## src/rtl/landing_stillness_detector_defines.svh

```systemverilog
// Assertion macros shared by the landing stillness detector RTL.
// Clocked on clk_i; the reset-qualified form also needs rst_ni in scope.
`ifndef LANDING_STILLNESS_DETECTOR_DEFINES_SVH
`define LANDING_STILLNESS_DETECTOR_DEFINES_SVH
`ifndef NO_ASSERTIONS
`define LSD_ASSERT(lbl, prop, msg) \
  lbl: assert property (@(posedge clk_i) disable iff (!rst_ni) prop) else $error(msg);
`define LSD_ASSERT_ALWAYS(lbl, prop, msg) \
  lbl: assert property (@(posedge clk_i) prop) else $error(msg);
`else
`define LSD_ASSERT(lbl, prop, msg)
`define LSD_ASSERT_ALWAYS(lbl, prop, msg)
`endif
`endif

```

## src/rtl/lsd_pkg.sv

```systemverilog
// Types, register codes and constants for the landing stillness detector.
// No dependencies; imported by every module of the block.
`default_nettype none
package lsd_pkg;

  localparam int unsigned QueueDepth = 2;

  localparam logic [31:0] BlinkAfterMs = 32'd2000;

  // register indexes on the config port
  localparam logic [2:0] RegGyroLimit     = 3'd0;
  localparam logic [2:0] RegGyroHoldMs    = 3'd1;
  localparam logic [2:0] RegPressureLimit = 3'd2;
  localparam logic [2:0] RegPressureHold  = 3'd3;
  localparam logic [2:0] RegSubgoalMs     = 3'd4;
  localparam logic [2:0] RegAbortMs       = 3'd5;
  localparam logic [2:0] RegIntervalMs    = 3'd6;
  localparam logic [2:0] RegNavigating    = 3'd7;

  typedef enum logic [1:0] {
    CauseNone    = 2'd0,
    CauseBoth    = 2'd1,
    CauseSubgoal = 2'd2,
    CauseAbort   = 2'd3
  } cause_e;

  typedef enum logic [1:0] {
    LedNone  = 2'd0,
    LedBlink = 2'd1,
    LedReset = 2'd2
  } led_cue_e;

  typedef enum logic [1:0] {
    BuzzNone  = 2'd0,
    BuzzShort = 2'd1,
    BuzzLong  = 2'd2
  } buzz_cue_e;

  typedef enum logic {
    OpStart  = 1'b0,
    OpSample = 1'b1
  } op_e;

  typedef struct packed {
    logic               op;
    logic [31:0]        time_ms;
    logic signed [15:0] gyro_x;
    logic signed [15:0] gyro_y;
    logic signed [15:0] gyro_z;
    logic [23:0]        pressure;
  } lsd_in_t;

  typedef struct packed {
    logic      processed;
    logic      gyro_ok;
    logic      pressure_ok;
    logic      landed;
    cause_e    cause;
    logic      route_separate;
    led_cue_e  led_cue;
    buzz_cue_e buzz_cue;
  } lsd_out_t;

  // queued transaction: squares already formed by the front end
  typedef struct packed {
    op_e         op;
    logic [31:0] time_ms;
    logic [30:0] sq_x;
    logic [30:0] sq_y;
    logic [30:0] sq_z;
    logic [23:0] pressure;
  } lsd_entry_t;

  typedef struct packed {
    logic empty;
    logic full;
  } lsd_q_status_t;

  typedef struct packed {
    logic [29:0] gyro_lim2;
    logic [31:0] gyro_hold_ms;
    logic [23:0] pressure_limit;
    logic [31:0] pressure_hold_ms;
    logic [31:0] subgoal_ms;
    logic [31:0] abort_ms;
    logic [31:0] interval_ms;
    logic        navigating;
  } lsd_cfg_t;

endpackage
`default_nettype wire

```

## src/rtl/landing_stillness_detector.sv

```systemverilog
// Top level of the landing stillness detector.
// Depends on lsd_pkg, lsd_regs, lsd_front, lsd_queue and lsd_back.
//
//  channel  handshake                  payload
//  in       in_valid_i / in_stall_o    in_data_i  (lsd_in_t)
//  out      out_valid_o / out_stall_i  out_data_o (lsd_out_t)
//  config   psel/penable/pwrite/pready paddr, pwdata, prdata
//
// One transaction per cycle sustained while out_stall_i is low; an accepted transaction
// passes through the queue entry, then the decision register, before out_valid_o rises.
// The two-entry queue lets the input keep flowing while the output stalls, until the queue fills.
// Reset is asynchronous and clears all qualifier state; no clearing pass is needed.
// A register write takes effect at once; the squared gyro limit follows in the next cycle.
`default_nettype none
module landing_stillness_detector (
  input  wire logic              clk_i,
  input  wire logic              rst_ni,
  input  wire logic              in_valid_i,
  output logic                   in_stall_o,
  input  wire lsd_pkg::lsd_in_t  in_data_i,
  output logic                   out_valid_o,
  input  wire logic              out_stall_i,
  output lsd_pkg::lsd_out_t      out_data_o,
  input  wire logic              psel,
  input  wire logic              penable,
  input  wire logic              pwrite,
  input  wire logic [4:0]        paddr,
  input  wire logic [31:0]       pwdata,
  output logic      [31:0]       prdata,
  output logic                   pready
);
  import lsd_pkg::*;

  lsd_cfg_t      cfg;
  lsd_q_status_t q_status;
  lsd_entry_t    push_entry, pop_entry;
  logic          push, pop;

  lsd_regs u_regs (
    .clk_i   (clk_i),
    .rst_ni  (rst_ni),
    .psel    (psel),
    .penable (penable),
    .pwrite  (pwrite),
    .paddr   (paddr),
    .pwdata  (pwdata),
    .prdata  (prdata),
    .pready  (pready),
    .cfg_o   (cfg)
  );

  lsd_front u_front (
    .in_valid_i (in_valid_i),
    .in_stall_o (in_stall_o),
    .in_data_i  (in_data_i),
    .q_status_i (q_status),
    .push_o     (push),
    .entry_o    (push_entry)
  );

  lsd_queue u_queue (
    .clk_i    (clk_i),
    .rst_ni   (rst_ni),
    .push_i   (push),
    .entry_i  (push_entry),
    .pop_i    (pop),
    .entry_o  (pop_entry),
    .status_o (q_status)
  );

  lsd_back u_back (
    .clk_i       (clk_i),
    .rst_ni      (rst_ni),
    .cfg_i       (cfg),
    .q_status_i  (q_status),
    .entry_i     (pop_entry),
    .pop_o       (pop),
    .out_valid_o (out_valid_o),
    .out_stall_i (out_stall_i),
    .out_data_o  (out_data_o)
  );

endmodule
`default_nettype wire

```

## src/rtl/lsd_regs.sv

```systemverilog
// Configuration register file on an APB-style port.
// Depends on lsd_pkg; also keeps the squared gyro limit registered.
`default_nettype none
module lsd_regs (
  input  wire logic            clk_i,
  input  wire logic            rst_ni,
  input  wire logic            psel,
  input  wire logic            penable,
  input  wire logic            pwrite,
  input  wire logic [4:0]      paddr,
  input  wire logic [31:0]     pwdata,
  output logic      [31:0]     prdata,
  output logic                 pready,
  output lsd_pkg::lsd_cfg_t    cfg_o
);
  import lsd_pkg::*;

  logic [14:0] gyro_limit_q;
  logic [31:0] gyro_hold_q;
  logic [23:0] press_limit_q;
  logic [31:0] press_hold_q;
  logic [31:0] subgoal_q;
  logic [31:0] abort_q;
  logic [31:0] interval_q;
  logic        nav_q;
  logic [29:0] lim2_q;
  logic [2:0]  idx;
  logic        wr_en;

  assign idx    = paddr[4:2];
  assign wr_en  = psel && penable && pwrite;
  assign pready = 1'b1;

  always_ff @(posedge clk_i or negedge rst_ni) begin
    if (!rst_ni) begin
      gyro_limit_q  <= 15'd100;
      gyro_hold_q   <= 32'd5000;
      press_limit_q <= 24'd16;
      press_hold_q  <= 32'd5000;
      subgoal_q     <= 32'd60000;
      abort_q       <= 32'd300000;
      interval_q    <= 32'd1000;
      nav_q         <= 1'b0;
      lim2_q        <= 30'd10000;
    end else begin
      // lim2 follows next cycle; user must write only while idle; unenforced
      lim2_q <= gyro_limit_q * gyro_limit_q;
      if (wr_en) begin
        case (idx)
          RegGyroLimit:     gyro_limit_q  <= pwdata[14:0];
          RegGyroHoldMs:    gyro_hold_q   <= pwdata;
          RegPressureLimit: press_limit_q <= pwdata[23:0];
          RegPressureHold:  press_hold_q  <= pwdata;
          RegSubgoalMs:     subgoal_q     <= pwdata;
          RegAbortMs:       abort_q       <= pwdata;
          RegIntervalMs:    interval_q    <= pwdata;
          RegNavigating:    nav_q         <= pwdata[0];
          default: ;
        endcase
      end
    end
  end

  always_comb begin
    case (idx)
      RegGyroLimit:     prdata = {17'd0, gyro_limit_q};
      RegGyroHoldMs:    prdata = gyro_hold_q;
      RegPressureLimit: prdata = {8'd0, press_limit_q};
      RegPressureHold:  prdata = press_hold_q;
      RegSubgoalMs:     prdata = subgoal_q;
      RegAbortMs:       prdata = abort_q;
      RegIntervalMs:    prdata = interval_q;
      RegNavigating:    prdata = {31'd0, nav_q};
      default:          prdata = 32'd0;
    endcase
  end

  always_comb begin
    cfg_o.gyro_lim2        = lim2_q;
    cfg_o.gyro_hold_ms     = gyro_hold_q;
    cfg_o.pressure_limit   = press_limit_q;
    cfg_o.pressure_hold_ms = press_hold_q;
    cfg_o.subgoal_ms       = subgoal_q;
    cfg_o.abort_ms         = abort_q;
    cfg_o.interval_ms      = interval_q;
    cfg_o.navigating       = nav_q;
  end

endmodule
`default_nettype wire

```

## src/rtl/lsd_front.sv

```systemverilog
// Front end: accepts input transactions, classifies them and forms the gyro squares.
// Depends on lsd_pkg; pushes into lsd_queue.
`default_nettype none
module lsd_front (
  input  wire logic                  in_valid_i,
  output logic                       in_stall_o,
  input  wire lsd_pkg::lsd_in_t      in_data_i,
  input  wire lsd_pkg::lsd_q_status_t q_status_i,
  output logic                       push_o,
  output lsd_pkg::lsd_entry_t        entry_o
);
  import lsd_pkg::*;

  logic signed [31:0] px, py, pz;

  assign px = in_data_i.gyro_x * in_data_i.gyro_x;
  assign py = in_data_i.gyro_y * in_data_i.gyro_y;
  assign pz = in_data_i.gyro_z * in_data_i.gyro_z;

  assign in_stall_o = q_status_i.full;
  assign push_o     = in_valid_i && !q_status_i.full;

  always_comb begin
    entry_o.op       = in_data_i.op ? OpSample : OpStart;
    entry_o.time_ms  = in_data_i.time_ms;
    // squares are never negative and below 2^31
    entry_o.sq_x     = px[30:0];
    entry_o.sq_y     = py[30:0];
    entry_o.sq_z     = pz[30:0];
    entry_o.pressure = in_data_i.pressure;
  end

endmodule
`default_nettype wire

```

## src/rtl/lsd_queue.sv

```systemverilog
// Two-entry queue between front and back ends.
// Depends on lsd_pkg and the assertion macros header.
`default_nettype none
`include "landing_stillness_detector_defines.svh"
module lsd_queue (
  input  wire logic                clk_i,
  input  wire logic                rst_ni,
  input  wire logic                push_i,
  input  wire lsd_pkg::lsd_entry_t entry_i,
  input  wire logic                pop_i,
  output lsd_pkg::lsd_entry_t      entry_o,
  output lsd_pkg::lsd_q_status_t   status_o
);
  import lsd_pkg::*;

  lsd_entry_t mem_q [QueueDepth];
  logic       wr_ptr_q, rd_ptr_q;
  logic [1:0] count_q;

  assign status_o.empty = (count_q == 2'd0);
  assign status_o.full  = (count_q == 2'(QueueDepth));
  assign entry_o        = mem_q[rd_ptr_q];

  always_ff @(posedge clk_i) begin
    if (push_i) begin
      mem_q[wr_ptr_q] <= entry_i;
    end
  end

  always_ff @(posedge clk_i or negedge rst_ni) begin
    if (!rst_ni) begin
      wr_ptr_q <= 1'b0;
      rd_ptr_q <= 1'b0;
      count_q  <= 2'd0;
    end else begin
      if (push_i) wr_ptr_q <= ~wr_ptr_q;
      if (pop_i)  rd_ptr_q <= ~rd_ptr_q;
      case ({push_i, pop_i})
        2'b10:   count_q <= count_q + 2'd1;
        2'b01:   count_q <= count_q - 2'd1;
        default: count_q <= count_q;
      endcase
    end
  end

  `LSD_ASSERT(q_no_overflow, push_i |-> !status_o.full, "push into full queue")
  `LSD_ASSERT(q_no_underflow, pop_i |-> !status_o.empty, "pop from empty queue")
  `LSD_ASSERT(q_count_range, count_q <= 2'(QueueDepth), "queue count out of range")

endmodule
`default_nettype wire

```

## src/rtl/lsd_back.sv

```systemverilog
// Back end: qualifier state, landing decision and the output register.
// Depends on lsd_pkg and the assertion macros header; pops lsd_queue.
`default_nettype none
`include "landing_stillness_detector_defines.svh"
module lsd_back (
  input  wire logic                   clk_i,
  input  wire logic                   rst_ni,
  input  wire lsd_pkg::lsd_cfg_t      cfg_i,
  input  wire lsd_pkg::lsd_q_status_t q_status_i,
  input  wire lsd_pkg::lsd_entry_t    entry_i,
  output logic                        pop_o,
  output logic                        out_valid_o,
  input  wire logic                   out_stall_i,
  output lsd_pkg::lsd_out_t           out_data_o
);
  import lsd_pkg::*;

  logic        done_q, done_d;
  logic [31:0] fall_start_q, fall_start_d;
  logic [31:0] last_upd_q, last_upd_d;
  logic        g_run_q, g_run_d;
  logic [31:0] g_start_q, g_start_d;
  logic        g_lat_q, g_lat_d;
  logic        p_run_q, p_run_d;
  logic [31:0] p_start_q, p_start_d;
  logic        p_lat_q, p_lat_d;
  logic [23:0] ref_p_q, ref_p_d;

  logic        out_valid_q;
  lsd_out_t    out_q, res;

  logic [31:0] mag2, since_upd, g_held, p_held, elapsed;
  logic [23:0] p_diff;
  logic        gated_ok;

  assign pop_o       = !q_status_i.empty && (!out_valid_q || !out_stall_i);
  assign out_valid_o = out_valid_q;
  assign out_data_o  = out_q;

  assign mag2      = {1'b0, entry_i.sq_x} + {1'b0, entry_i.sq_y} + {1'b0, entry_i.sq_z};
  assign since_upd = entry_i.time_ms - last_upd_q;
  assign g_held    = entry_i.time_ms - g_start_q;
  assign p_held    = entry_i.time_ms - p_start_q;
  assign elapsed   = entry_i.time_ms - fall_start_q;
  assign p_diff    = (entry_i.pressure >= ref_p_q) ? entry_i.pressure - ref_p_q
                                                   : ref_p_q - entry_i.pressure;
  assign gated_ok  = !done_q && (since_upd >= cfg_i.interval_ms);

  always_comb begin
    done_d       = done_q;
    fall_start_d = fall_start_q;
    last_upd_d   = last_upd_q;
    g_run_d      = g_run_q;
    g_start_d    = g_start_q;
    g_lat_d      = g_lat_q;
    p_run_d      = p_run_q;
    p_start_d    = p_start_q;
    p_lat_d      = p_lat_q;
    ref_p_d      = ref_p_q;
    res.processed = 1'b0;
    res.cause     = CauseNone;
    res.led_cue   = LedNone;
    res.buzz_cue  = BuzzNone;

    if (entry_i.op == OpStart) begin
      fall_start_d = entry_i.time_ms;
      last_upd_d   = entry_i.time_ms;
      ref_p_d      = entry_i.pressure;
      done_d       = 1'b0;
      g_run_d      = 1'b0;
      p_run_d      = 1'b0;
      g_lat_d      = 1'b0;
      p_lat_d      = 1'b0;
    end else if (gated_ok) begin
      res.processed = 1'b1;
      last_upd_d    = entry_i.time_ms;

      if (!g_lat_q) begin
        if (!g_run_q) begin
          g_start_d = entry_i.time_ms;
          g_run_d   = 1'b1;
        end else if (mag2 < {2'b00, cfg_i.gyro_lim2}) begin
          if (g_held > BlinkAfterMs) res.led_cue = LedBlink;
          if (g_held > cfg_i.gyro_hold_ms) begin
            g_lat_d = 1'b1;
            g_run_d = 1'b0;
          end
        end else begin
          g_run_d     = 1'b0;
          res.led_cue = LedReset;
        end
      end

      if (!p_lat_q) begin
        if (!p_run_q) begin
          p_start_d = entry_i.time_ms;
          p_run_d   = 1'b1;
        end else begin
          ref_p_d = entry_i.pressure;
          if (p_diff < cfg_i.pressure_limit) begin
            if (p_held > cfg_i.pressure_hold_ms) begin
              p_lat_d      = 1'b1;
              p_run_d      = 1'b0;
              res.buzz_cue = BuzzLong;
            end else begin
              res.buzz_cue = BuzzShort;
            end
          end else begin
            p_run_d = 1'b0;
          end
        end
      end

      if (g_lat_d && p_lat_d) begin
        res.cause = CauseBoth;
      end else if ((elapsed > cfg_i.subgoal_ms) && (g_lat_d || p_lat_d)) begin
        res.cause = CauseSubgoal;
      end else if (elapsed > cfg_i.abort_ms) begin
        res.cause = CauseAbort;
      end
      if (res.cause != CauseNone) done_d = 1'b1;
    end

    res.gyro_ok        = g_lat_d;
    res.pressure_ok    = p_lat_d;
    res.landed         = done_d;
    res.route_separate = cfg_i.navigating;
  end

  always_ff @(posedge clk_i or negedge rst_ni) begin
    if (!rst_ni) begin
      done_q       <= 1'b0;
      fall_start_q <= 32'd0;
      last_upd_q   <= 32'd0;
      g_run_q      <= 1'b0;
      g_start_q    <= 32'd0;
      g_lat_q      <= 1'b0;
      p_run_q      <= 1'b0;
      p_start_q    <= 32'd0;
      p_lat_q      <= 1'b0;
      ref_p_q      <= 24'd0;
      out_valid_q  <= 1'b0;
    end else begin
      if (pop_o) begin
        done_q       <= done_d;
        fall_start_q <= fall_start_d;
        last_upd_q   <= last_upd_d;
        g_run_q      <= g_run_d;
        g_start_q    <= g_start_d;
        g_lat_q      <= g_lat_d;
        p_run_q      <= p_run_d;
        p_start_q    <= p_start_d;
        p_lat_q      <= p_lat_d;
        ref_p_q      <= ref_p_d;
        out_valid_q  <= 1'b1;
      end else if (!out_stall_i) begin
        out_valid_q  <= 1'b0;
      end
    end
  end

  always_ff @(posedge clk_i) begin
    if (pop_o) out_q <= res;
  end

  `LSD_ASSERT(bk_cause_lands, out_valid_q && (out_q.cause != CauseNone) |->
    out_q.landed && out_q.processed, "decision without landing")
  `LSD_ASSERT(bk_gyro_lat_idle, g_lat_q |-> !g_run_q, "gyro latched while timing")
  `LSD_ASSERT(bk_press_lat_idle, p_lat_q |-> !p_run_q, "pressure latched while timing")

endmodule
`default_nettype wire
```

## config.mk

```make
export PLATFORM = sky130hd
export DESIGN_NAME = landing_stillness_detector
export DESIGN_NICKNAME = d
export VERILOG_FILES = /design/src/rtl/lsd_pkg.sv /design/src/rtl/landing_stillness_detector.sv /design/src/rtl/lsd_regs.sv /design/src/rtl/lsd_front.sv /design/src/rtl/lsd_queue.sv /design/src/rtl/lsd_back.sv
export VERILOG_INCLUDE_DIRS = /design/src /design/src/rtl
export SDC_FILE = /design/constraint.sdc
export NUM_CORES = 2
export LEC_CHECK = 0
export ABC_AREA = 1
export ABC_CLOCK_PERIOD_IN_PS = 16600
export BUFFER_PORTS_ARGS = -buffer_cell sky130_fd_sc_hd__buf_2
export CAP_MARGIN = 20
export CORE_ASPECT_RATIO = 0.6
export CORE_MARGIN = 10
export CORE_UTILIZATION = 66
export CTS_BUF_LIST = sky130_fd_sc_hd__clkbuf_4 sky130_fd_sc_hd__clkbuf_8
export DETAILED_ROUTE_END_ITERATION = 10
export GPL_TIMING_DRIVEN = 1
export PLACE_DENSITY = 0.95
export SYNTH_ARGS = -nofsm -noshare
export SYNTH_HDL_FRONTEND = slang
export SYNTH_SLANG_ARGS = --single-unit
```

## constraint.sdc

```tcl
create_clock -name clk_i -period 16.6 [get_ports clk_i]
set_clock_uncertainty 0.2 [all_clocks]
set_input_delay 0.83 -clock clk_i [delete_from_list [all_inputs] [get_ports clk_i]]
set_output_delay 0.83 -clock clk_i [all_outputs]
set_load 0.005 [all_outputs]
```

==> impl_results.md <==
- Post-CTS Repair Setup Buffers: 0
- Router iterations before antenna repair: 9
- Hold_ws: 0.04856 ns
- GPL Wtd Cong: 1.010
- Critical Path AT: 8.37 ns
- FF-to-FF setup slack: 8.56 ns
- Hold EP: u_queue.mem_q[0][14]$_DFFE_PP_
- Vias per cell: 5.979
- RSZ-0062 raised after global routing: no
- Largest net degree at the start of global routing: 116
- Finished Layout Cells: 10590
- IO Pins: 195
- Fill cells: 7627
- DRT iter0 DRCs: 9512
- Most Frequent Cell on Critical Path: nand2_1
- Area leader, netlist: fa_1
- Warnings from Yosys: 0
- Number of port buffers: 191
- Seq/Total Area, Yosys: 25.34%
- R2r startpoint: u_queue.rd_ptr_q$_DFFE_PN0P_
- Synth top area cells: fa_1 (23%), ha_1 (12%), edfxtp_1 (12%)
- Yosys top cell area share: 23.29%
- DRC: 0
- CP max-delay cell: inv_4
- Yosys reg bits: 696
- Initial antenna violation count: 25
- Syn_area_per_cell: 8.514 um^2
- Post-layout nets: 10750
- Vias in the first global route: 65240
- Global route total overflow: 0
- Die Y: 281.1 um
- Worst R2R End: u_back.out_data_o[7]$_DFFE_PP_
- Starting density of the core: 66.74%
- Mapped Area: 74960 um^2
- Critical Path Sink Type: flip-flop
- DR WL/cell: 21.40 um
- GRT Total Usage: 35.38%
- Placed Instances: 10320
- CP Class: flip-flop to flip-flop
- Clk sinks: 696
- Prevailing post-synth register cell: dfrtp_1
- Worst Max-Slew Pin Slew: 1.084 ns
- Element type at the critical path start: flip-flop
- Slew Viols, Final: 0
- Commonest non-fill, non-tap cell in the layout: inv_1
- WP data required: 16.94 ns
- Commonest non-fill, non-tap cells in the layout: inv_1 (2056), nand2_1 (1955), fa_1 (872)
- Slowest stage delay, CP: 0.73 ns
- H-tree Lvls: 3
- Core area: 112300 um^2
- Post-DP HPWL: 178800 um
- CP max FO: 87
- Worst-skew pair later-pin latency: 0.90 ns
- Async SR Flop Fraction: 56.18%
- R2R depth: 34
- Reg clk slew, reported paths: 0.08 ns
- Hold path depth: 1
- Root buf cell: clkbuf_8
- Setup_tns: 0 ns
- Fmax achieved: 124.4 MHz
- Post-Syn Instances: 8805
- Fin crit share: 48.41%
- Post-synth EDFFs: 305
- Hold_sp: in_data_i[14]
- Final setup fails: 0
- Die X: 455.1 um
- Deepest clock path buffer count: 3
- Area grow syn2layout: 7.249%
- Final ANT Viol Nets: 0
- Max-Cap Viols: 0
- First-pass GRT wire length: 353500 um
- Share of layout cells above drive strength 1: 6.384%
- Hold Crit Class: input pin to flip-flop
- CTS tree: yes
- Routed WL: 226500 um
- Number of distinct library cells after synthesis: 66
- Row count: 95
- Total CTS buffers: 102
- Vias: 63300
- Status: complete, no violations
- Final Hold Viols: 0
- Die area: 127900 um^2
- Worst slew margin: 26.94%
- Min cycle time layout: 8.036 ns
flip-flops by register name, indices dropped and copies added (netlist names), 29 cells and up:
| name | count |
|---|---|
| u_back.g_start_q | 32 |
| u_back.last_upd_q | 32 |
| u_regs.subgoal_q | 32 |
| u_regs.lim2_q | 29 |
| u_regs.gyro_hold_q | 32 |
| u_regs.press_hold_q | 32 |
| u_back.fall_start_q | 32 |
| u_regs.interval_q | 32 |
| u_back.p_start_q | 32 |
| u_regs.abort_q | 32 |
| u_queue.mem_q | 294 |
Yosys cell counts, types with 16 or more instances:
library cell	number
or2_2	37
o21ai_0	508
edfxtp_1	305
ha_1	743
nor2_1	261
inv_1	2057
nand4_1	46
clkbuf_1	208
dfstp_2	40
o21ai_1	37
a21oi_1	472
o221ai_1	31
nand3_1	133
o21a_1	26
o22ai_1	36
o21bai_1	16
fa_1	872
xor2_1	219
a31oi_1	30
nor3_1	54
xnor2_1	111
nor4_1	20
nand2_1	1955
dfrtp_1	351
a221oi_1	17
o211ai_1	33
a21o_1	26
a211oi_1	17
cells by family (layout without fill, tap and decap cells):
| group | Yosys count | count (layout) | synth area share, % |
|---|---|---|---|
| buffers and inverters | 2300 | 2562 | 11.59 |
| other | 2 | 18 | 0.01002 |
| XOR/XNOR | 330 | 330 | 3.856 |
| AND/OR/NAND/NOR | 2536 | 2536 | 13.50 |
| multiplexers | 7 | 7 | 0.09347 |
| AO/OA/AOI/OAI | 1319 | 1319 | 9.930 |
| flip-flops | 696 | 696 | 25.34 |
| adder cells (fa/ha/maj) | 1615 | 1615 | 35.69 |
layout make-up:
cell class	count	area, um^2	share of cell area, %
multi-input cells	5811	47350	58.90
clock inverters	50	550.5	0.6848
flip-flops and latches	696	19000	23.63
inverters	2066	7757	9.649
clock buffers	140	1777	2.210
well taps	1503	1881	2.339
diodes	14	35.03	0.04358
repair buffers	306	2044	2.543
per-stage QoR:
step / util, % / cell area (um^2) / worst slack [ns]
final: 71.57 / 80400 / 8.564
after global routing: 71.57 / 80390 / 8.286
after CTS: 71.46 / 80270 / 8.985
after detailed placement: 68.88 / 77370 / 9.048
after global placement: 68.86 / 77350 / 9.139
after floorplan: - / 74970 / 8.602
worst max-delay path by stage:
stage / from / to / slack (ns) / cells after the start
final: u_queue.rd_ptr_q$_DFFE_PN0P_ / u_back.out_data_o[7]$_DFFE_PP_ / 8.56 / 34
after global routing: u_queue.rd_ptr_q$_DFFE_PN0P_ / u_back.out_data_o[7]$_DFFE_PP_ / 8.29 / 34
after CTS: u_queue.rd_ptr_q$_DFFE_PN0P_ / u_back.out_data_o[7]$_DFFE_PP_ / 8.98 / 32
after detailed placement: in_data_i[55] / u_queue.mem_q[0][85]$_DFFE_PP_ / 9.05 / 24
after global placement: u_queue.rd_ptr_q$_DFFE_PN0P_ / u_back.out_data_o[7]$_DFFE_PP_ / 9.14 / 32
after floorplan: in_valid_i / u_queue.mem_q[0][0]$_DFFE_PP_ / 8.60 / 2
worst max-delay path: cells and delay by family (launching register included):
| family | cells | cell delay (ns) |
|---|---|---|
| XOR/XNOR | 1 | 0.21 |
| buffers and inverters | 6 | 1.61 |
| AND/OR/NAND/NOR | 15 | 2.04 |
| adder cells (fa/ha/maj) | 2 | 0.86 |
| flip-flops | 1 | 0.67 |
| AO/OA/AOI/OAI | 10 | 2.05 |
timing repair:
item	CTS	global route
endpoints found under the setup margin	0	0
hold endpoints to repair	202	0
resized for setup	0	0
hold buffers	58	0
routing by layer:
layer / routed length [um] / vias up / GRT usage (%)
met3: 38100 / 734 / 14.67
met5: 141 / - / 0
met4: 7934 / 24 / 10.65
li1: - / 27660 / -
met2: 94400 / 4464 / 50.89
met1: 85940 / 30410 / 48.71
Power is left out: the tool's default activity adds up to more than one toggle a clock period on the data nets, which glitch-free logic cannot reach.
